<file path="src/rtl/core/pgd_pkg.sv">
// ============================================================================
// pgd_pkg
// Shared types, constants and helpers for the g protocol packet deframer.
// ============================================================================
package pgd_pkg;

    // Largest data block the deframer accepts, in bytes
    localparam int unsigned MAX_PACKET_BYTES = 4096;

    // Field widths
    localparam int unsigned LEN_W = 13;
    localparam int unsigned IDX_W = $clog2(MAX_PACKET_BYTES);
    localparam int unsigned PAD_W = 14;

    // Line protocol constants
    localparam logic [6:0]       SYNC_CODE      = 7'h10;
    localparam logic [7:0]       CTL_CODE       = 8'd9;
    localparam logic [15:0]      CHK_MAGIC      = 16'haaaa;
    localparam logic [PAD_W-1:0] PAD_MAX        = 14'h3fff;
    localparam logic [3:0]       MAX_CODE_RESET = 4'd8;

    // Result queue geometry
    localparam int unsigned QUEUE_DEPTH = 4;
    localparam int unsigned QPTR_W      = $clog2(QUEUE_DEPTH);
    localparam int unsigned QCNT_W      = $clog2(QUEUE_DEPTH + 1);

    typedef enum logic [1:0] {
        PH_HUNT,
        PH_HDR,
        PH_DATA
    } t_phase;

    typedef enum logic [2:0] {
        KIND_PAYLOAD  = 3'd0,
        KIND_CONTROL  = 3'd1,
        KIND_GOOD     = 3'd2,
        KIND_CSUM_ERR = 3'd3,
        KIND_BAD_HDR  = 3'd4,
        KIND_SIZE_ERR = 3'd5
    } t_kind;

    typedef struct packed {
        t_kind            kind;
        logic [7:0]       data_byte;
        logic [2:0]       ctl_type;
        logic [2:0]       ack_seq;
        logic [2:0]       send_seq;
        logic [LEN_W-1:0] payload_len;
        logic             last;
    } t_result;

    // Up to two results per received word; res1 is used only with res0
    typedef struct packed {
        logic    we0;
        logic    we1;
        t_result res0;
        t_result res1;
    } t_push;

    typedef struct packed {
        logic room2;
        logic nonempty;
    } t_q_status;

    // Block size for size code k: 16 << k
    function automatic logic [19:0] block_total(input logic [3:0] k);
        return 20'd16 << k;
    endfunction

endpackage

</file>
<file path="src/rtl/core/pgd_if.sv">
// ============================================================================
// pgd_if
// Valid/ready channels of the deframer: received bytes, config, results.
// ============================================================================
interface pgd_byte_if;
    logic       valid;
    logic       ready;
    logic [7:0] rx_byte;

    modport source (output valid, output rx_byte, input ready);
    modport sink   (input valid, input rx_byte, output ready);
endinterface

interface pgd_cfg_if;
    logic       valid;
    logic       ready;
    logic [3:0] max_size_code;

    modport source (output valid, output max_size_code, input ready);
    modport sink   (input valid, input max_size_code, output ready);
endinterface

interface pgd_result_if;
    logic        valid;
    logic        ready;
    logic [2:0]  kind;
    logic [7:0]  data_byte;
    logic [2:0]  ctl_type;
    logic [2:0]  ack_seq;
    logic [2:0]  send_seq;
    logic [12:0] payload_len;
    logic        last;

    modport source (output valid, output kind, output data_byte, output ctl_type,
                    output ack_seq, output send_seq, output payload_len,
                    output last, input ready);
    modport sink   (input valid, input kind, input data_byte, input ctl_type,
                    input ack_seq, input send_seq, input payload_len,
                    input last, output ready);
endinterface

</file>
<file path="src/rtl/core/pgd_front.sv">
// ============================================================================
// pgd_front
// Sync hunt, header check, g checksum and short-count stripping. Classifies
// each received word and pushes zero, one or two results into the queue.
// ============================================================================
module pgd_front (
    input  logic               i_clk,
    input  logic               i_rst_n,
    pgd_byte_if.sink           i_in,
    pgd_cfg_if.sink            i_cfg,
    input  pgd_pkg::t_q_status i_qstat,
    output pgd_pkg::t_push     o_push
);

    pgd_pkg::t_phase                r_phase, n_phase;
    logic [pgd_pkg::IDX_W-1:0]      r_idx, n_idx;
    logic [3:0]                     r_max;
    logic [7:0]                     r_hdr [4];
    logic [pgd_pkg::LEN_W-1:0]      r_total;
    logic [pgd_pkg::LEN_W-1:0]      r_wt;
    logic [15:0]                    r_sum_a;
    logic [15:0]                    r_sum_b;
    logic [15:0]                    r_expect;
    logic [pgd_pkg::PAD_W-1:0]      r_pad;
    logic [1:0]                     r_prefix;

    logic                           accept;
    logic [7:0]                     b;
    logic [7:0]                     hdr_x;
    logic [7:0]                     hdr_k;
    logic                           hdr_last;
    logic [19:0]                    size_total;
    logic                           hdr_bad;
    logic                           hdr_ctl;
    logic                           hdr_size;
    logic                           hdr_ok;
    logic [15:0]                    a_rot;
    logic [15:0]                    a_add;
    logic [15:0]                    b_new;
    logic [15:0]                    a_new;
    logic                           is_short;
    logic [pgd_pkg::PAD_W:0]        pad_sum;
    logic [pgd_pkg::PAD_W-1:0]      pad_max_sel;
    logic [pgd_pkg::LEN_W-1:0]      plen;
    logic [pgd_pkg::LEN_W-1:0]      idx_ext;
    logic [pgd_pkg::LEN_W-1:0]      prefix_ext;
    logic                           is_payload;
    logic                           pkt_end;
    pgd_pkg::t_result               pay;
    pgd_pkg::t_result               stat;

    assign accept      = i_in.valid && i_in.ready;
    assign i_in.ready  = i_qstat.room2;
    assign i_cfg.ready = 1'b1;
    assign b           = i_in.rx_byte;

    // Header check on the fifth header word
    assign hdr_x      = r_hdr[0] ^ r_hdr[1] ^ r_hdr[2] ^ r_hdr[3] ^ b;
    assign hdr_k      = r_hdr[0];
    assign hdr_last   = (r_idx == pgd_pkg::IDX_W'(4));
    assign size_total = pgd_pkg::block_total(hdr_k[3:0]);
    assign hdr_bad    = (hdr_x != 8'h00) ||
                        ((hdr_k != pgd_pkg::CTL_CODE) && (hdr_k > {4'h0, r_max}));
    assign hdr_ctl    = (hdr_x == 8'h00) && (hdr_k == pgd_pkg::CTL_CODE);
    assign hdr_size   = !hdr_bad && !hdr_ctl &&
                        (size_total > 20'(pgd_pkg::MAX_PACKET_BYTES));
    assign hdr_ok     = !hdr_bad && !hdr_ctl && !hdr_size;

    // Rotating g checksum step; r_wt counts the weight down from the block size
    assign a_rot = {r_sum_a[14:0], r_sum_a[15]};
    assign a_add = a_rot + {8'h00, b};
    assign b_new = r_sum_b + (a_add ^ 16'(r_wt));
    assign a_new = (a_add <= a_rot) ? (a_add ^ b_new) : a_add;

    // Short count: second prefix word adds the high bits, saturate
    assign is_short = r_hdr[3][6];
    assign pad_sum  = {1'b0, r_pad} + {b, 7'b0};

    // Payload length from the settled pad count and prefix length
    assign pad_max_sel = (r_pad > pgd_pkg::PAD_W'(r_prefix)) ? r_pad
                                                             : pgd_pkg::PAD_W'(r_prefix);
    assign plen        = (r_pad >= pgd_pkg::PAD_W'(r_total)) ? '0
                         : r_total - pad_max_sel[pgd_pkg::LEN_W-1:0];
    assign idx_ext     = pgd_pkg::LEN_W'(r_idx);
    assign prefix_ext  = pgd_pkg::LEN_W'(r_prefix);
    assign is_payload  = !(is_short && (r_idx == '0)) && (idx_ext >= prefix_ext) &&
                         ((idx_ext - prefix_ext) < plen);
    assign pkt_end     = (r_wt == pgd_pkg::LEN_W'(1));

    // Next phase and word index
    always_comb begin
        n_phase = r_phase;
        n_idx   = r_idx;
        if (accept) begin
            case (r_phase)
                pgd_pkg::PH_HUNT: begin
                    if (b[6:0] == pgd_pkg::SYNC_CODE) begin
                        n_phase = pgd_pkg::PH_HDR;
                        n_idx   = '0;
                    end
                end
                pgd_pkg::PH_HDR: begin
                    if (hdr_last) begin
                        n_idx   = '0;
                        n_phase = hdr_ok ? pgd_pkg::PH_DATA : pgd_pkg::PH_HUNT;
                    end else begin
                        n_idx = r_idx + pgd_pkg::IDX_W'(1);
                    end
                end
                pgd_pkg::PH_DATA: begin
                    if (pkt_end) begin
                        n_idx   = '0;
                        n_phase = pgd_pkg::PH_HUNT;
                    end else begin
                        n_idx = r_idx + pgd_pkg::IDX_W'(1);
                    end
                end
                default: begin
                    n_phase = pgd_pkg::PH_HUNT;
                    n_idx   = '0;
                end
            endcase
        end
    end

    // Build results for the queue
    always_comb begin
        o_push = '0;
        pay    = '0;
        stat   = '0;

        pay.kind        = pgd_pkg::KIND_PAYLOAD;
        pay.data_byte   = b;
        pay.ack_seq     = r_hdr[3][2:0];
        pay.send_seq    = r_hdr[3][5:3];
        pay.payload_len = plen;
        pay.last        = 1'b0;

        stat.last = 1'b1;
        case (r_phase)
            pgd_pkg::PH_HDR: begin
                if (hdr_ctl) begin
                    stat.kind     = pgd_pkg::KIND_CONTROL;
                    stat.ctl_type = r_hdr[3][5:3];
                    stat.ack_seq  = r_hdr[3][2:0];
                end else if (hdr_bad) begin
                    stat.kind = pgd_pkg::KIND_BAD_HDR;
                end else begin
                    stat.kind = pgd_pkg::KIND_SIZE_ERR;
                end
                o_push.res0 = stat;
                o_push.we0  = accept && hdr_last && !hdr_ok;
            end
            pgd_pkg::PH_DATA: begin
                stat.kind        = (a_new == r_expect) ? pgd_pkg::KIND_GOOD
                                                       : pgd_pkg::KIND_CSUM_ERR;
                stat.ack_seq     = r_hdr[3][2:0];
                stat.send_seq    = r_hdr[3][5:3];
                stat.payload_len = plen;
                if (is_payload) begin
                    o_push.res0 = pay;
                    o_push.res1 = stat;
                    o_push.we0  = accept;
                    o_push.we1  = accept && pkt_end;
                end else begin
                    o_push.res0 = stat;
                    o_push.we0  = accept && pkt_end;
                end
            end
            default: begin
                o_push.we0 = 1'b0;
            end
        endcase
    end

    // Control state and config register
    always_ff @(posedge i_clk) begin
        if (!i_rst_n) begin
            r_phase <= pgd_pkg::PH_HUNT;
            r_idx   <= '0;
            r_max   <= pgd_pkg::MAX_CODE_RESET;
        end else begin
            r_phase <= n_phase;
            r_idx   <= n_idx;
            if (i_cfg.valid && i_cfg.ready) begin
                r_max <= i_cfg.max_size_code;
            end
        end
    end

    // Header words, checksum and short-count datapath
    always_ff @(posedge i_clk) begin
        if (accept) begin
            case (r_phase)
                pgd_pkg::PH_HDR: begin
                    if (!hdr_last) begin
                        r_hdr[r_idx[1:0]] <= b;
                    end else begin
                        // Arm the data block
                        r_total  <= size_total[pgd_pkg::LEN_W-1:0];
                        r_wt     <= size_total[pgd_pkg::LEN_W-1:0];
                        r_sum_a  <= 16'hffff;
                        r_sum_b  <= 16'h0000;
                        r_pad    <= '0;
                        r_prefix <= 2'd0;
                        r_expect <= (pgd_pkg::CHK_MAGIC - {r_hdr[2], r_hdr[1]}) ^
                                    {8'h00, r_hdr[3] | 8'h80};
                    end
                end
                pgd_pkg::PH_DATA: begin
                    r_sum_a <= a_new;
                    r_sum_b <= b_new;
                    r_wt    <= r_wt - pgd_pkg::LEN_W'(1);
                    if (is_short && (r_idx == '0)) begin
                        if (b[7]) begin
                            r_prefix <= 2'd2;
                            r_pad    <= pgd_pkg::PAD_W'(b[6:0]);
                        end else begin
                            r_prefix <= 2'd1;
                            r_pad    <= pgd_pkg::PAD_W'(b);
                        end
                    end else if (is_short && (r_idx == pgd_pkg::IDX_W'(1)) &&
                                 (r_prefix == 2'd2)) begin
                        r_pad <= (pad_sum > {1'b0, pgd_pkg::PAD_MAX}) ? pgd_pkg::PAD_MAX
                                 : pad_sum[pgd_pkg::PAD_W-1:0];
                    end
                end
                default: begin
                end
            endcase
        end
    end

endmodule

</file>
<file path="src/rtl/core/pgd_queue.sv">
// ============================================================================
// pgd_queue
// Short result queue between front and back; takes up to two results a
// cycle and gives one.
// ============================================================================
module pgd_queue (
    input  logic               i_clk,
    input  logic               i_rst_n,
    input  pgd_pkg::t_push     i_push,
    input  logic               i_pop,
    output pgd_pkg::t_result   o_head,
    output pgd_pkg::t_q_status o_qstat
);

    pgd_pkg::t_result           r_mem [pgd_pkg::QUEUE_DEPTH];
    logic [pgd_pkg::QPTR_W-1:0] r_wr_ptr, n_wr_ptr;
    logic [pgd_pkg::QPTR_W-1:0] r_rd_ptr, n_rd_ptr;
    logic [pgd_pkg::QCNT_W-1:0] r_count, n_count;
    logic [pgd_pkg::QPTR_W-1:0] wr_ptr1;

    assign wr_ptr1 = r_wr_ptr + pgd_pkg::QPTR_W'(1);

    // Advance pointers and fill level
    always_comb begin
        n_wr_ptr = r_wr_ptr;
        if (i_push.we0 && i_push.we1) begin
            n_wr_ptr = r_wr_ptr + pgd_pkg::QPTR_W'(2);
        end else if (i_push.we0) begin
            n_wr_ptr = wr_ptr1;
        end
        n_rd_ptr = i_pop ? r_rd_ptr + pgd_pkg::QPTR_W'(1) : r_rd_ptr;
        n_count  = r_count + pgd_pkg::QCNT_W'(i_push.we0) + pgd_pkg::QCNT_W'(i_push.we1)
                   - pgd_pkg::QCNT_W'(i_pop);
    end

    always_ff @(posedge i_clk) begin
        if (!i_rst_n) begin
            r_wr_ptr <= '0;
            r_rd_ptr <= '0;
            r_count  <= '0;
        end else begin
            r_wr_ptr <= n_wr_ptr;
            r_rd_ptr <= n_rd_ptr;
            r_count  <= n_count;
        end
    end

    // Store incoming results
    always_ff @(posedge i_clk) begin
        if (i_push.we0) begin
            r_mem[r_wr_ptr] <= i_push.res0;
        end
        if (i_push.we0 && i_push.we1) begin
            r_mem[wr_ptr1] <= i_push.res1;
        end
    end

    assign o_head           = r_mem[r_rd_ptr];
    assign o_qstat.nonempty = (r_count != '0);
    assign o_qstat.room2    = (r_count <= pgd_pkg::QCNT_W'(pgd_pkg::QUEUE_DEPTH - 2));

endmodule

</file>
<file path="src/rtl/core/pgd_back.sv">
// ============================================================================
// pgd_back
// Drains the result queue into the output register and drives the result
// channel.
// ============================================================================
module pgd_back (
    input  logic               i_clk,
    input  logic               i_rst_n,
    input  pgd_pkg::t_result   i_head,
    input  pgd_pkg::t_q_status i_qstat,
    output logic               o_pop,
    pgd_result_if.source       o_out
);

    logic             r_valid, n_valid;
    pgd_pkg::t_result r_res;

    // Pop when the output register is free or being taken
    assign o_pop = i_qstat.nonempty && (!r_valid || o_out.ready);

    always_comb begin
        n_valid = r_valid;
        if (o_pop) begin
            n_valid = 1'b1;
        end else if (o_out.ready) begin
            n_valid = 1'b0;
        end
    end

    always_ff @(posedge i_clk) begin
        if (!i_rst_n) begin
            r_valid <= 1'b0;
        end else begin
            r_valid <= n_valid;
        end
    end

    // Load the output word
    always_ff @(posedge i_clk) begin
        if (o_pop) begin
            r_res <= i_head;
        end
    end

    assign o_out.valid       = r_valid;
    assign o_out.kind        = r_res.kind;
    assign o_out.data_byte   = r_res.data_byte;
    assign o_out.ctl_type    = r_res.ctl_type;
    assign o_out.ack_seq     = r_res.ack_seq;
    assign o_out.send_seq    = r_res.send_seq;
    assign o_out.payload_len = r_res.payload_len;
    assign o_out.last        = r_res.last;

endmodule

</file>
<file path="src/rtl/core/g_protocol_packet_deframer_top.sv">
// Receive deframer for the g line protocol. It takes one line byte per cycle
// on i_in and hunts for sync, checks the five-byte header, runs the rotating
// g checksum over the data block, strips the short count and streams payload
// bytes on o_out, ending each packet with one status word (last = 1). A byte
// is classified in the cycle it is accepted; its results enter a four-entry
// queue and reach o_out through an output register. The front takes a byte
// whenever the queue has room for two results, so with o_out ready it
// sustains one byte per cycle; the final byte of a packet can yield a
// payload word and the status word, which the queue absorbs. The user must
// write the max_size_code register on i_cfg only while idle; the block
// does not enforce it. No clearing pass follows reset.
// ============================================================================
// g_protocol_packet_deframer_top
// Top level: front classifier, result queue and output stage.
// ============================================================================
module g_protocol_packet_deframer_top (
    input  logic         i_clk,
    input  logic         i_rst_n,
    pgd_byte_if.sink     i_in,
    pgd_cfg_if.sink      i_cfg,
    pgd_result_if.source o_out
);

    pgd_pkg::t_push     w_push;
    pgd_pkg::t_q_status w_qstat;
    pgd_pkg::t_result   w_head;
    logic               w_pop;

    pgd_front u_front (
        .i_clk   (i_clk),
        .i_rst_n (i_rst_n),
        .i_in    (i_in),
        .i_cfg   (i_cfg),
        .i_qstat (w_qstat),
        .o_push  (w_push)
    );

    pgd_queue u_queue (
        .i_clk   (i_clk),
        .i_rst_n (i_rst_n),
        .i_push  (w_push),
        .i_pop   (w_pop),
        .o_head  (w_head),
        .o_qstat (w_qstat)
    );

    pgd_back u_back (
        .i_clk   (i_clk),
        .i_rst_n (i_rst_n),
        .i_head  (w_head),
        .i_qstat (w_qstat),
        .o_pop   (w_pop),
        .o_out   (o_out)
    );

    // Front never writes past the queue's free space
    a_push_room: assert property (@(posedge i_clk) disable iff (!i_rst_n)
        w_push.we0 |-> w_qstat.room2)
        else $error("result pushed without room in queue");

    // Second slot is only used together with the first
    a_push_order: assert property (@(posedge i_clk) disable iff (!i_rst_n)
        w_push.we1 |-> w_push.we0)
        else $error("second result pushed without first");

    // While the queue holds a result, the output is valid in the next cycle
    a_drain: assert property (@(posedge i_clk) disable iff (!i_rst_n)
        w_qstat.nonempty |=> o_out.valid)
        else $error("queued result not presented");

    // Payload words never close a packet
    a_payload_last: assert property (@(posedge i_clk) disable iff (!i_rst_n)
        (o_out.valid && (o_out.kind == pgd_pkg::KIND_PAYLOAD)) |-> !o_out.last)
        else $error("payload word marked last");

endmodule
</file>
<file path="src/flat_wrapper.sv">
// flat-port wrapper written by rule: the top's interface ports become plain ports
module g_protocol_packet_deframer_top_flat 
  (i_clk, i_rst_n, i_in_valid, i_in_rx_byte, i_in_ready, i_cfg_valid, i_cfg_max_size_code, i_cfg_ready, o_out_valid, o_out_kind, o_out_data_byte, o_out_ctl_type, o_out_ack_seq, o_out_send_seq, o_out_payload_len, o_out_last, o_out_ready);
  pgd_byte_if i_in_i ();
  pgd_cfg_if i_cfg_i ();
  pgd_result_if o_out_i ();
  input  logic i_clk;
  input  logic i_rst_n;
  input wire logic [$bits(i_in_i.valid)-1:0] i_in_valid;
  input wire logic [$bits(i_in_i.rx_byte)-1:0] i_in_rx_byte;
  output wire logic [$bits(i_in_i.ready)-1:0] i_in_ready;
  input wire logic [$bits(i_cfg_i.valid)-1:0] i_cfg_valid;
  input wire logic [$bits(i_cfg_i.max_size_code)-1:0] i_cfg_max_size_code;
  output wire logic [$bits(i_cfg_i.ready)-1:0] i_cfg_ready;
  output wire logic [$bits(o_out_i.valid)-1:0] o_out_valid;
  output wire logic [$bits(o_out_i.kind)-1:0] o_out_kind;
  output wire logic [$bits(o_out_i.data_byte)-1:0] o_out_data_byte;
  output wire logic [$bits(o_out_i.ctl_type)-1:0] o_out_ctl_type;
  output wire logic [$bits(o_out_i.ack_seq)-1:0] o_out_ack_seq;
  output wire logic [$bits(o_out_i.send_seq)-1:0] o_out_send_seq;
  output wire logic [$bits(o_out_i.payload_len)-1:0] o_out_payload_len;
  output wire logic [$bits(o_out_i.last)-1:0] o_out_last;
  input wire logic [$bits(o_out_i.ready)-1:0] o_out_ready;
  assign i_in_i.valid = i_in_valid;
  assign i_in_i.rx_byte = i_in_rx_byte;
  assign i_in_ready = i_in_i.ready;
  assign i_cfg_i.valid = i_cfg_valid;
  assign i_cfg_i.max_size_code = i_cfg_max_size_code;
  assign i_cfg_ready = i_cfg_i.ready;
  assign o_out_valid = o_out_i.valid;
  assign o_out_kind = o_out_i.kind;
  assign o_out_data_byte = o_out_i.data_byte;
  assign o_out_ctl_type = o_out_i.ctl_type;
  assign o_out_ack_seq = o_out_i.ack_seq;
  assign o_out_send_seq = o_out_i.send_seq;
  assign o_out_payload_len = o_out_i.payload_len;
  assign o_out_last = o_out_i.last;
  assign o_out_i.ready = o_out_ready;
  g_protocol_packet_deframer_top u_core (.i_clk(i_clk), .i_rst_n(i_rst_n), .i_in(i_in_i), .i_cfg(i_cfg_i), .o_out(o_out_i));
endmodule
</file>
<file path="config.mk">
export PLATFORM = sky130hd
export DESIGN_NAME = g_protocol_packet_deframer_top_flat
export DESIGN_NICKNAME = d
export VERILOG_FILES = /design/src/rtl/core/pgd_pkg.sv /design/src/rtl/core/pgd_if.sv /design/src/rtl/core/pgd_front.sv /design/src/rtl/core/pgd_queue.sv /design/src/rtl/core/pgd_back.sv /design/src/rtl/core/g_protocol_packet_deframer_top.sv /design/src/flat_wrapper.sv
export SDC_FILE = /design/constraint.sdc
export NUM_CORES = 1
export LEC_CHECK = 0
export BUFFER_PORTS_ARGS = -buffer_cell sky130_fd_sc_hd__buf_2
export CAP_MARGIN = 40
export CORE_ASPECT_RATIO = 0.8
export CORE_MARGIN = 1
export CORE_UTILIZATION = 38
export DETAILED_ROUTE_END_ITERATION = 16
export GPL_TIMING_DRIVEN = 0
export HOLD_SLACK_MARGIN = 0.06
export PLACE_DENSITY = 0.64
export SETUP_SLACK_MARGIN = 0.2
export SYNTH_ARGS = -nofsm -noshare
export SYNTH_HDL_FRONTEND = slang
export SYNTH_SLANG_ARGS = --single-unit
</file>
<file path="constraint.sdc">
create_clock -name i_clk -period 6.8 [get_ports i_clk]
set_input_delay 0.34 -clock i_clk [delete_from_list [all_inputs] [get_ports i_clk]]
set_output_delay 0.34 -clock i_clk [all_outputs]
set_load 0.01 [all_outputs]
</file>
Word level (Yosys, flattened, before mapping)
Memories as Yosys holds them, arrays and structs flattened. A register that Yosys moved wholly into a read port is not among the register bits.
Cells that the tools add are included.
{ "word_totals": {"output_inout_bits": 37, "ram_bits": 168, "word_cells": 151, "in_bits": 17, "register_bits": 116, "mem_count": 2} }
{ "classes": {"eq_ne": 15, "n_lt_le_gt_ge": 9, "reduce_logical": 38, "shift": 1, "bitwise_logic": 7, "n_addsub": 14, "muxes": 51} }
{ "mem_list": {"columns": ["memory", "words", "width", "rd", "rd_clocked_by_memory_dff", "wr", "line_no", "text"], "rows": [
  ["u_core.u_queue.r_mem", 4, 34, 1, 1, 2, "pgd_queue.sv:15", "pgd_pkg::t_result r_mem [pgd_pkg::QUEUE_DEPTH];"],
  ["u_core.u_front.r_hdr", 4, 8, 4, 0, 1, "pgd_front.sv:18", "logic [7:0] r_hdr [4];"]
]} }
{ "ops": {"columns": ["cell", "count"], "rows": [
  ["two-way mux 33 bit", 3],
  ["one-hot mux 34 bit (2 select lines)", 1],
  ["one-hot mux 16 bit (2 select lines)", 2],
  ["two-way mux 14 bit", 4],
  ["two-way mux 16 bit", 3],
  ["two-way mux 13 bit", 3],
  ["two-way mux 12 bit", 3],
  ["one-hot mux 12 bit (3 select lines)", 1],
  ["bitwise XOR 8 bit", 4],
  ["one-hot mux 14 bit (2 select lines)", 1],
  ["one-hot mux 13 bit (2 select lines)", 1],
  ["> comparator 20 x 13 -> 1 bit, second input constant", 1],
  ["<< shifter 5 x 4 -> 20 bit, first input constant", 1],
  ["two-way mux 2 bit", 9],
  ["adder 16 bit", 1],
  ["adder 16 x 8 -> 16 bit", 1],
  ["equality test 16 bit", 1],
  ["less-or-equal comparator 16 bit", 1],
  ["logical AND 1 bit", 16],
  ["subtractor 16 bit, first input constant", 1],
  ["bitwise XOR 16 x 13 -> 16 bit", 1],
  ["bitwise XOR 16 bit", 1],
  ["bitwise XOR 16 x 8 -> 16 bit", 1],
  ["adder 14 x 15 -> 15 bit", 1],
  ["42 further kinds", 73]
]} }

Logic depth before layout (Yosys ltp)
Gate-level depths: netlist of the first run.
An unclocked memory read counts as a cell.
{ "depth": {"ltp_word": 18, "ltp_mapped": 29, "ltp_nobuf": 29} }

Modules after synthesis
A second synthesis of the first run with hierarchy kept.
{ "unflattened": {"hier_cells": 1592, "area_unflattened_um2": 19209.7} }
{ "modules_own_cells": {"columns": ["module", "seq_area_each_um2", "area_per_inst_um2", "n_inst", "cells_per_inst"], "rows": [
  ["pgd_front", 3903.7, 10824.1, 1, 1169],
  ["pgd_queue", 4264.1, 7317.0, 1, 385],
  ["pgd_back", 1041.0, 1068.5, 1, 38]
]} }

Worst setup path after synthesis of the first run
OpenSTA, ideal clock, no wires.
{ "synth_path": {"kind": "register to register", "startpoint": "register u_core.u_front.r_prefix[1]", "endpoint": "register u_core.u_queue.r_count[1] (netlist name)", "t_arrival_ns": 5.606, "setup_slack_ns": 1.079, "path_buffers": 1, "synth_period_minus_slack_ns": 5.721, "setup_ns": 0.115, "required_ns": 6.685, "stages_incl_launch_ff": 25, "cell_sequence": "edfxtp_1 inv_1 ha_1 nor2b_1 o21ai_0 nand2_1 mux2i_1 o21bai_1 a21o_1 a21o_1 a2111o_1 a31oi_1 xor2_1 or2_2 ha_1 a221o_1 nand2b_1 o41ai_2 o21ai_1 buf_4 ha_1 fa_1 inv_1 fa_1 and2_1"} }
{ "synth_between": {"elab_chain_cells": 11, "word_cells_on_any_way": 16, "classes_between": "add/sub: 5; order compare: 3; mux: 6; reduce/logical: 2"} }
{ "synth_rtl": {"columns": ["item", "line_no", "text"], "rows": [
  ["start, declared", "pgd_front.sv:25", "logic [1:0] r_prefix;"],
  ["start signal, assigned", "pgd_front.sv:205", "r_prefix <= 2'd0;"],
  ["start signal, assigned", "pgd_front.sv:216", "r_prefix <= 2'd2;"],
  ["start signal, assigned", "pgd_front.sv:219", "r_prefix <= 2'd1;"],
  ["> comparator 14 x 2 -> 1 bit", "pgd_front.sv:80", "assign pad_max_sel = (r_pad > pgd_pkg::PAD_W'(r_prefix)) ? r_pad"],
  ["two-way mux 13 bit", "pgd_front.sv:80", null],
  ["subtractor 13 bit", "pgd_front.sv:83", ": r_total - pad_max_sel[pgd_pkg::LEN_W-1:0];"],
  ["two-way mux 13 bit", "pgd_front.sv:82", "assign plen = (r_pad >= pgd_pkg::PAD_W'(r_total)) ? '0"],
  ["< comparator 13 bit", "pgd_front.sv:87", "((idx_ext - prefix_ext) < plen);"],
  ["logical AND 1 bit (*)", "pgd_front.sv:86", "assign is_payload = !(is_short && (r_idx == '0)) && (idx_ext >= prefix_ext) &&"],
  ["two-way mux 1 bit", "pgd_front.sv:160", "if (is_payload) begin"],
  ["one-hot mux 1 bit (2 select lines)", "pgd_front.sv:140", "case (r_phase)"],
  ["adder 3 x 1 -> 3 bit", "pgd_queue.sv:32", "n_count = r_count + pgd_pkg::QCNT_W'(i_push.we0) + pgd_pkg::QCNT_W'(i_push.we1)"],
  ["adder 3 x 1 -> 3 bit (*)", "pgd_queue.sv:32", null],
  ["subtractor 3 x 1 -> 3 bit (*)", "pgd_queue.sv:33", "- pgd_pkg::QCNT_W'(i_pop);"],
  ["via u_core.u_queue.n_count (one bit)", "pgd_queue.sv:18", "logic [pgd_pkg::QCNT_W-1:0] r_count, n_count;"],
  ["end signal, assigned", "pgd_queue.sv:44", "r_count <= n_count;"],
  ["end, declared", "pgd_queue.sv:18", null]
]} }
The timed path passes the listed nets; every way through them passes the cells marked *.
A chain may end at the register's enable or synchronous reset.

Worst setup path in the final report of the first run
Ends and elaborated chain as after synthesis.

==> results of run 1 <==
==> per-layer routing <==
layer  routed length (µm)  vias to the layer above  global-route usage (%)
li1                     -                     6164                       -
met4                 1020                        2                    5.00
met1                22500                     6411                    30.0
met3                 3820                       73                    3.57
met5                   13                        -                       0
met2                20200                      473                    29.1
==> synthesized netlist by cell type (10+ instances only) <==
| library cell | n |
|---|---|
| sky130_fd_sc_hd__buf_2 | 12 |
| sky130_fd_sc_hd__xnor2_1 | 87 |
| sky130_fd_sc_hd__and3_1 | 10 |
| sky130_fd_sc_hd__nand2b_1 | 17 |
| sky130_fd_sc_hd__dfxtp_1 | 74 |
| sky130_fd_sc_hd__o21ai_0 | 54 |
| sky130_fd_sc_hd__a21o_1 | 26 |
| sky130_fd_sc_hd__buf_6 | 10 |
| sky130_fd_sc_hd__nor4_1 | 12 |
| sky130_fd_sc_hd__nor3_1 | 48 |
| sky130_fd_sc_hd__nor2_1 | 137 |
| sky130_fd_sc_hd__a31oi_1 | 12 |
| sky130_fd_sc_hd__and2_1 | 22 |
| sky130_fd_sc_hd__edfxtp_1 | 240 |
| sky130_fd_sc_hd__nand3_1 | 77 |
| sky130_fd_sc_hd__nand2_1 | 156 |
| sky130_fd_sc_hd__ha_1 | 98 |
| sky130_fd_sc_hd__nor2b_1 | 20 |
| sky130_fd_sc_hd__clkbuf_1 | 40 |
| sky130_fd_sc_hd__a21oi_1 | 107 |
| sky130_fd_sc_hd__xor2_1 | 74 |
| sky130_fd_sc_hd__mux4_2 | 34 |
| sky130_fd_sc_hd__o21a_1 | 11 |
| sky130_fd_sc_hd__inv_1 | 77 |
==> worst max-delay path by stage <==
| stage | from | endpoint |
|---|---|---|
| floorplan | u_core.u_front.r_prefix[1]$_SDFFCE_PN0P_ | u_core.u_queue.r_count[1]$_SDFF_PN0_ |
| global placement | u_core.u_front.r_prefix[1]$_SDFFCE_PN0P_ | u_core.u_queue.r_mem[0][6]$_DFFE_PP_ |
| detailed placement | u_core.u_front.r_prefix[1]$_SDFFCE_PN0P_ | u_core.u_queue.r_mem[0][6]$_DFFE_PP_ |
| CTS | u_core.u_front.r_prefix[1]$_SDFFCE_PN0P_ | u_core.u_queue.r_count[1]$_SDFF_PN0_ |
| global route | u_core.u_front.r_prefix[1]$_SDFFCE_PN0P_ | u_core.u_queue.r_count[1]$_SDFF_PN0_ |
| finish | u_core.u_front.r_prefix[1]$_SDFFCE_PN0P_ | u_core.u_queue.r_count[1]$_SDFF_PN0_ |
==> worst max-delay path: stages (launching register included) <==
cell and delay [ps]:
sky130_fd_sc_hd__edfxtp_1 420, sky130_fd_sc_hd__inv_2 140, sky130_fd_sc_hd__ha_1 260, sky130_fd_sc_hd__nor2b_1 140, sky130_fd_sc_hd__o21ai_1 180, sky130_fd_sc_hd__nand2_1 140
sky130_fd_sc_hd__mux2i_2 240, sky130_fd_sc_hd__o21bai_1 130, sky130_fd_sc_hd__a21o_1 200, sky130_fd_sc_hd__a21o_1 220, sky130_fd_sc_hd__a2111o_1 410, sky130_fd_sc_hd__a31oi_1 220
sky130_fd_sc_hd__xor2_1 210, sky130_fd_sc_hd__or2_2 340, sky130_fd_sc_hd__ha_1 190, sky130_fd_sc_hd__a221o_1 320, sky130_fd_sc_hd__nand2b_1 260, sky130_fd_sc_hd__o41ai_4 530
sky130_fd_sc_hd__o21ai_1 160, sky130_fd_sc_hd__buf_4 210, sky130_fd_sc_hd__ha_1 300, sky130_fd_sc_hd__fa_1 380, sky130_fd_sc_hd__inv_1 70, sky130_fd_sc_hd__fa_1 390
sky130_fd_sc_hd__and2_1 160
==> what timing repair did <==
item / CTS / global route
hold endpoints to repair: 1 / 0
pin swaps: 0 / 3
endpoints found under the setup margin: 89 / 94
setup buffers: 0 / 3
hold buffers: 1 / 0
gates resized for setup: 6 / 9
==> flip-flops by register name, summed over array words and instances, names as in the netlist, 2 cells and up <==
name                             count
u_core.u_front.r_expect             16
u_core.u_back.o_out.send_seq         3
u_core.u_queue.r_count               3
u_core.u_back.o_out.payload_len     13
u_core.u_queue.r_rd_ptr              2
u_core.u_back.o_out.data_byte        8
u_core.u_back.o_out.ack_seq          3
u_core.u_front.r_sum_b              16
u_core.u_front.r_phase               2
u_core.u_front.r_idx                12
u_core.u_front.r_prefix              2
u_core.u_back.o_out.kind             3
u_core.u_queue.r_wr_ptr              2
u_core.u_front.r_total               9
u_core.u_front.r_pad                14
u_core.u_front.r_sum_a              16
u_core.u_back.o_out.ctl_type         3
u_core.u_front.r_wt                 13
u_core.u_front.r_max                 4
u_core.u_queue.r_mem               136
u_core.u_front.r_hdr                32
==> area by class of cell <==
class                   count  area share (%)
clock buffers              47            4.83
multi-input cells        1180            42.4
clock inverters            12           0.695
well taps                 612            3.76
flip-flops and latches    314            42.7
repair buffers             62            1.94
inverters                  82            1.56
plain buffers              77            2.11
==> stage by stage <==
step / worst slack, ps / total power, W / std cells / instance area, µm²
floorplan: 1080 / 0.00275 / 1653 / 18000
global placement: 188 / 0.00299 / 2316 / 19000
detailed placement: 160 / 0.00304 / 2323 / 19100
CTS: 281 / 0.00492 / 2383 / 20300
global route: 135 / 0.00506 / 2386 / 20400
finish: 452 / 0.00487 / 2386 / 20400
==> kinds of logic after synthesis <==
logic type                 share of synthesized area, %
and+or+nand+nor                                    16.0
DFF                                                48.3
AOI/OAI and AO/OA                                  10.7
xor gates and xnor gates                           8.59
buffers and inverters                              4.11
adders and majority gates                          7.49
muxes                                              4.77
other                                            0.0209
==> power breakdown <==
part	leakage, nW	internal, W	switching, W
Combinational	4.10	0.000330	0.000411
Sequential	2.81	0.00221	0.0000299
Clock	0.548	0.00112	0.000760
Total	7.45	0.00367	0.00120
==> out/metrics.csv, run 1 <==
stage,metric,value,unit
sta,Max Slew Vio Count,0,
worst_hold_path,terminating pin of the worst hold path,u_core.u_front.r_max[1]$_SDFFE_PN0P_,
yosys,gate count after technology mapping,1653,
yosys,largest cells by area after synthesis,"sky130_fd_sc_hd__edfxtp_1 (40%), sky130_fd_sc_hd__dfxtp_1 (8.2%), sky130_fd_sc_hd__ha_1 (6.8%), sky130_fd_sc_hd__mux4_2 (4.3%), sky130_fd_sc_hd__xnor2_1 (4.2%)",
worst_setup_path,critical-path maximum fanout,10,
drt,routed length per instance,19.9,µm
sta,worst setup skew after layout,13.7,ps
die,Die X,245,µm
worst_setup_path,worst setup path category,reg -> reg,
clock_network,deepest clock path buffer count,3,
sta,Final Hold Viols,0,
job,max cap viols,0,
yosys,register area share after synthesis,48.3,%
finish,antenna fix cells,0,
power_and_ir_drop,leakage dissipation,7.45,nW
worst_hold_path,Hold WC Path Type,in -> reg,
finish,area used by sequential logic in the layout,0.00869,mm²
sta,shortest period the worst path allows,6350,ps
clock_network,Worst-Skew Late Latency,520,ps
clock_network,CTS sink count,314,
yosys,primary flip-flop cell chosen by synthesis mapping,sky130_fd_sc_hd__edfxtp_1,
worst_hold_path,cell count of the worst hold path,3,
worst_setup_path,Worst Reg2Reg Path Length in Cells,24,
clock_network,clock-pin transition on the worst setup and hold timing paths,60,ps
worst_setup_path,capture point of the worst reg-to-reg path,u_core.u_queue.r_count[1]$_SDFF_PN0_,
die,die area,0.0482,mm²
yosys,async set or reset register ratio after synthesis,0,%
die,core region area,0.0462,mm²
yosys,area share of the largest cell type after synthesis,40.1,%
finish,fraction of final layout cells with drive strength greater than 1,13.7,%
worst_setup_path,critical path endpoint category,register,
drt,remaining antenna violation count,0,
sta,post-route clock period utilization,93.4,%
sta,unrepaired setup endpoints after global routing,yes,
power_and_ir_drop,power density of the placed cells,239,mW/mm²
die,Row Count,70,
die,initial standard-cell utilization of the core,39.0,%
clock_network,maximum level of the CTS H-tree,2,
worst_hold_path,hold path startpoint,i_cfg_max_size_code[1],
drt,detailed router's first-iteration violation count,1217,
worst_setup_path,Worst Path Required,7220,ps
clock_network,root buffer selected by CTS,sky130_fd_sc_hd__clkbuf_16,
drt,total routed wirelength,47600,µm
grt,wire length of the first global-routing pass,73600,µm
sta,Setup Viol. Count Final,0,
yosys,count of flip-flops with a built-in enable after synthesis,240,
grt,via count of the first global-routing pass,12800,
yosys,mean post-synth cell area,10.9,µm²
finish,multi-input gate area in the final layout,0.00863,mm²
status,run status,completed,
sta,achievable frequency,158,MHz
die,Top Ports,54,
die,height of the die,197,µm
yosys,total standard cell area after synthesis,0.0180,mm²
worst_setup_path,Worst R2R Start,u_core.u_front.r_prefix[1]$_SDFFCE_PN0P_,
clock_network,total CTS buffers,34,
yosys,Synth area leader,sky130_fd_sc_hd__edfxtp_1,
yosys,unique cell type count in the Yosys netlist,95,
finish,most frequent cells in the layout,"sky130_fd_sc_hd__edfxtp_1 (240), sky130_fd_sc_hd__nand2_1 (155), sky130_fd_sc_hd__nor2_1 (135), sky130_fd_sc_hd__a21oi_1 (106), sky130_fd_sc_hd__ha_1 (98)",
finish,fillcell total,4271,
clock_network,clock tree from TritonCTS,yes,
drt,router iterations before antenna repair,7,
grt,initial antenna violation count,3,
grt,overall fraction of global-route tracks in use,19.9,%
sta,Worst Tran Pin Value,906,ps
sta,Max transition margin,39.2,%
drt,DRC violation count after routing,0,
yosys,Syn Nets,1774,
yosys,number of register bits inferred by synthesis,314,
drt,total via count in the routed design,13100,
sta,worst hold slack across all endpoints,86.9,ps
placement,HPWL after detailed placement,35800,µm
grt,final global-route overflow total,0,
finish,"leading cell type in the layout, fill and taps excluded",sky130_fd_sc_hd__edfxtp_1,
power_and_ir_drop,largest voltage drop on the vdd net,0.157,mV
placement,Final Wtd Congestion,0.903,
placement,count of input and output buffers,51,
worst_setup_path,register-to-register setup slack,450,ps
finish,area growth from synthesis to layout,13.2,%
grt,largest net degree at the start of global routing,37,
drt,Via density,5.50,
finish,Nets,1872,
worst_setup_path,type of origin of the critical path,register,
sta,final sum of negative setup slack,0,ps
finish,Final Core Density,44.1,%
yosys,"Warnings, synthesis",0,
worst_setup_path,critical path data arrival time,6770,ps
Power figures use the tool's default switching activity.
==> inputs of run 2 (changes only) <==
--- a/config.mk
+++ b/config.mk
@@ -10,6 +10,7 @@
 export CORE_ASPECT_RATIO = 0.8
 export CORE_MARGIN = 1
 export CORE_UTILIZATION = 38
+export CTS_BUF_LIST = sky130_fd_sc_hd__clkbuf_16
 export DETAILED_ROUTE_END_ITERATION = 16
 export GPL_TIMING_DRIVEN = 0
 export HOLD_SLACK_MARGIN = 0.06
==> run 2 against run 1 <==
Core utilization fell by 0.087 points. Final cell count unchanged. Global-route usage about the same. Combinational power hardly changed. Via count is the same. Critical path depth stayed put. First-iteration DRC count grew 12%. Count of clock-buffer cells in the layout is 11 lower. Worst setup slack better by 16 ps. Largest cell class unchanged.
==> out/metrics.csv, run 2 (same netlist as run 1, synthesis figures left out) <==
stage,metric,value,unit,change
grt,largest net degree at the start of global routing,37,,unchanged
clock_network,Worst-Skew Late Latency,530,ps,was 520 ps
finish,antenna fix cells,0,,unchanged
drt,Post-Route M1 WL,22500,µm,about the same
drt,remaining antenna violation count,0,,unchanged
finish,area growth from synthesis to layout,13.0,%,was 13.2%
worst_hold_path,Hold WC Path Type,in -> reg,,unchanged
sta,unrepaired setup endpoints after global routing,yes,,unchanged
worst_setup_path,most frequent CP cell,sky130_fd_sc_hd__ha_1,,unchanged
worst_setup_path,Worst Path Required,7220,ps,about the same
finish,Nets,1872,,unchanged
clock_network,total CTS buffers,34,,unchanged
die,initial standard-cell utilization of the core,39.0,%,unchanged
sta,Max Slew Vio Count,0,,unchanged
worst_setup_path,worst setup path category,reg -> reg,,unchanged
sta,post-route clock period utilization,93.1,%,was 93.4%
sta,Setup Viol. Count Final,0,,unchanged
drt,routed length per instance,20.0,µm,was 19.9 µm
power_and_ir_drop,leakage dissipation,7.46,nW,was 7.45 nW
grt,initial antenna violation count,3,,unchanged
drt,wire length on met2,20300,µm,was 20200 µm
die,core region area,0.0462,mm²,unchanged
worst_setup_path,critical-path maximum fanout,10,,unchanged
worst_setup_path,critical path endpoint category,register,,unchanged
clock_network,maximum level of the CTS H-tree,2,,unchanged
sta,Worst Tran Pin Value,869,ps,was 906 ps
placement,count of input and output buffers,51,,unchanged
sta,shortest period the worst path allows,6330,ps,was 6350 ps
sta,worst setup skew after layout,17.1,ps,was 13.7 ps
placement,placed instance area,0.0191,mm²,unchanged
grt,wire length of the first global-routing pass,73600,µm,about the same
die,Top Ports,54,,unchanged
sta,achievable frequency,158,MHz,about the same
sta,Final Hold Viols,0,,unchanged
clock_network,CTS sink count,314,,unchanged
finish,most frequent cells in the layout,"sky130_fd_sc_hd__edfxtp_1 (240), sky130_fd_sc_hd__nand2_1 (155), sky130_fd_sc_hd__nor2_1 (135), sky130_fd_sc_hd__a21oi_1 (106), sky130_fd_sc_hd__ha_1 (98)",,unchanged
worst_setup_path,register-to-register setup slack,470,ps,was 450 ps
drt,DRC violation count after routing,0,,unchanged
die,height of the die,197,µm,unchanged
worst_setup_path,type of origin of the critical path,register,,unchanged
placement,Final Wtd Congestion,0.903,,unchanged
sta,Max transition margin,41.9,%,was 39.2%
finish,"leading cell type in the layout, fill and taps excluded",sky130_fd_sc_hd__edfxtp_1,,unchanged
die,Die X,245,µm,unchanged
placement,HPWL after detailed placement,35800,µm,unchanged
drt,Via density,5.50,,unchanged
finish,Largest register FFs,136,,unchanged
grt,via count of the first global-routing pass,12800,,about the same
finish,area of all placed cells without fillers,0.0203,mm²,was 0.0204 mm²
grt,final global-route overflow total,0,,unchanged
worst_setup_path,Crit path largest cell delay,540,ps,was 530 ps
sta,final sum of negative setup slack,0,ps,unchanged
drt,detailed router's first-iteration violation count,1357,,was 1217
die,Row Count,70,,unchanged
clock_network,clock tree from TritonCTS,yes,,unchanged
drt,total via count in the routed design,13100,,unchanged
finish,fraction of final layout cells with drive strength greater than 1,13.5,%,was 13.7%
power_and_ir_drop,power density of the placed cells,237,mW/mm²,was 239 mW/mm²
worst_setup_path,critical path data arrival time,6750,ps,was 6770 ps
job,max cap viols,0,,unchanged
clock_network,deepest clock path buffer count,3,,unchanged
worst_setup_path,slowest cell on the critical path,sky130_fd_sc_hd__o41ai_4,,unchanged
clock_network,root buffer selected by CTS,sky130_fd_sc_hd__clkbuf_16,,unchanged
die,die area,0.0482,mm²,unchanged
drt,router iterations before antenna repair,5,,was 7
clock_network,clock-pin transition on the worst setup and hold timing paths,60,ps,about the same
grt,overall fraction of global-route tracks in use,19.9,%,about the same
drt,highest routed layer,met5,,unchanged
finish,fillcell total,4266,,was 4271
worst_setup_path,cell breakdown of the critical path,inv_2 -> ha_1 -> nor2b_1 -> o21ai_1 -> nand2_1 -> mux2i_2 -> o21bai_1 -> a21o_1 -> a21o_1 -> a2111o_1 -> a31oi_1 -> xor2_1 -> or2_2 -> ha_1 -> a221o_1 -> nand2b_1 -> o41ai_4 -> o21ai_1 -> buf_4 -> ha_1 -> fa_1 -> inv_1 -> fa_1 -> and2_1,,unchanged
power_and_ir_drop,largest voltage drop on the vdd net,0.157,mV,unchanged
drt,met3 routed wirelength,3850,µm,was 3820 µm
finish,Largest Register,u_core.u_queue.r_mem,,unchanged
status,run status,completed,,unchanged
drt,total routed wirelength,47700,µm,was 47600 µm
## run 2: path summary, 6_finish.rpt
check / start / endpoint / cells after the start
max: u_core.u_front.r_prefix[1]$_SDFFCE_PN0P_ / u_core.u_queue.r_count[1]$_SDFF_PN0_ / 24
min: i_cfg_max_size_code[1] / u_core.u_front.r_max[1]$_SDFFE_PN0P_ / 3
max reg2reg: u_core.u_front.r_prefix[1]$_SDFFCE_PN0P_ / u_core.u_queue.r_count[1]$_SDFF_PN0_ / 24
min reg2reg: u_core.u_queue.r_mem[2][21]$_SDFFE_PP0N_ / u_core.u_queue.r_mem[2][21]$_SDFFE_PP0N_ / 2
## run 2: timing repair
action | 4_1_cts | 5_1_grt
buffers inserted | 0 | 3
cloned | 0 | 0
endpoints found under the hold margin | 1 | 0
setup endpoints to repair | 89 | 94
gates resized for setup | 6 | 9
hold buffers | 1 | 0
pin swaps | 0 | 3
## run 2: where the power goes
| part | internal (W) | switching (W) | total (W) |
|---|---|---|---|
| Sequential | 0.00221 | 0.0000299 | 0.00224 |
| Clock | 0.00107 | 0.000762 | 0.00183 |
| Combinational | 0.000330 | 0.000410 | 0.000740 |
## run 2: metal layers
layer | vias to the layer above | GRT usage, %
met3 | 65 | 3.57
met2 | 480 | 29.0
li1 | 6157 | -
met4 | 2 | 5.09
met5 | - | 0
met1 | 6419 | 30.0
## run 2: worst max-delay path: cells and delay by family, from the launching register on
| family | cells | cell delay [ps] |
|---|---|---|
| AOI/OAI and AO/OA | 9 | 2390 |
| xor gates and xnor gates | 1 | 210 |
| adders and majority gates | 5 | 1510 |
| buffers and inverters | 3 | 420 |
| DFF | 1 | 420 |
| muxes | 1 | 240 |
| and+or+nand+nor | 5 | 1030 |
## run 2: final cells by class
| cell class | count | area [µm²] | area share (%) |
|---|---|---|---|
| timing repair buffer | 62 | 395 | 1.95 |
| inverter | 82 | 318 | 1.56 |
| buffer | 77 | 430 | 2.12 |
| tap | 612 | 766 | 3.77 |
| sequential | 314 | 8690 | 42.8 |
| multi-input combinational | 1180 | 8630 | 42.5 |
| clock buffer | 36 | 901 | 4.43 |
| clock inverter | 23 | 183 | 0.899 |
## run 2: through the flow
step	setup slack, ps	utilization (%)	instances	hold WS (ps)	power (W)
5_1_grt	141	44.0	2386	105	0.00500
3_5_place_dp	160	41.4	2323	448	0.00304
2_1_floorplan	1080	-	1653	433	0.00275
4_1_cts	297	43.9	2383	74.8	0.00486
3_3_place_gp	188	41.2	2316	441	0.00299
6_report	467	44.0	2386	86.4	0.00482
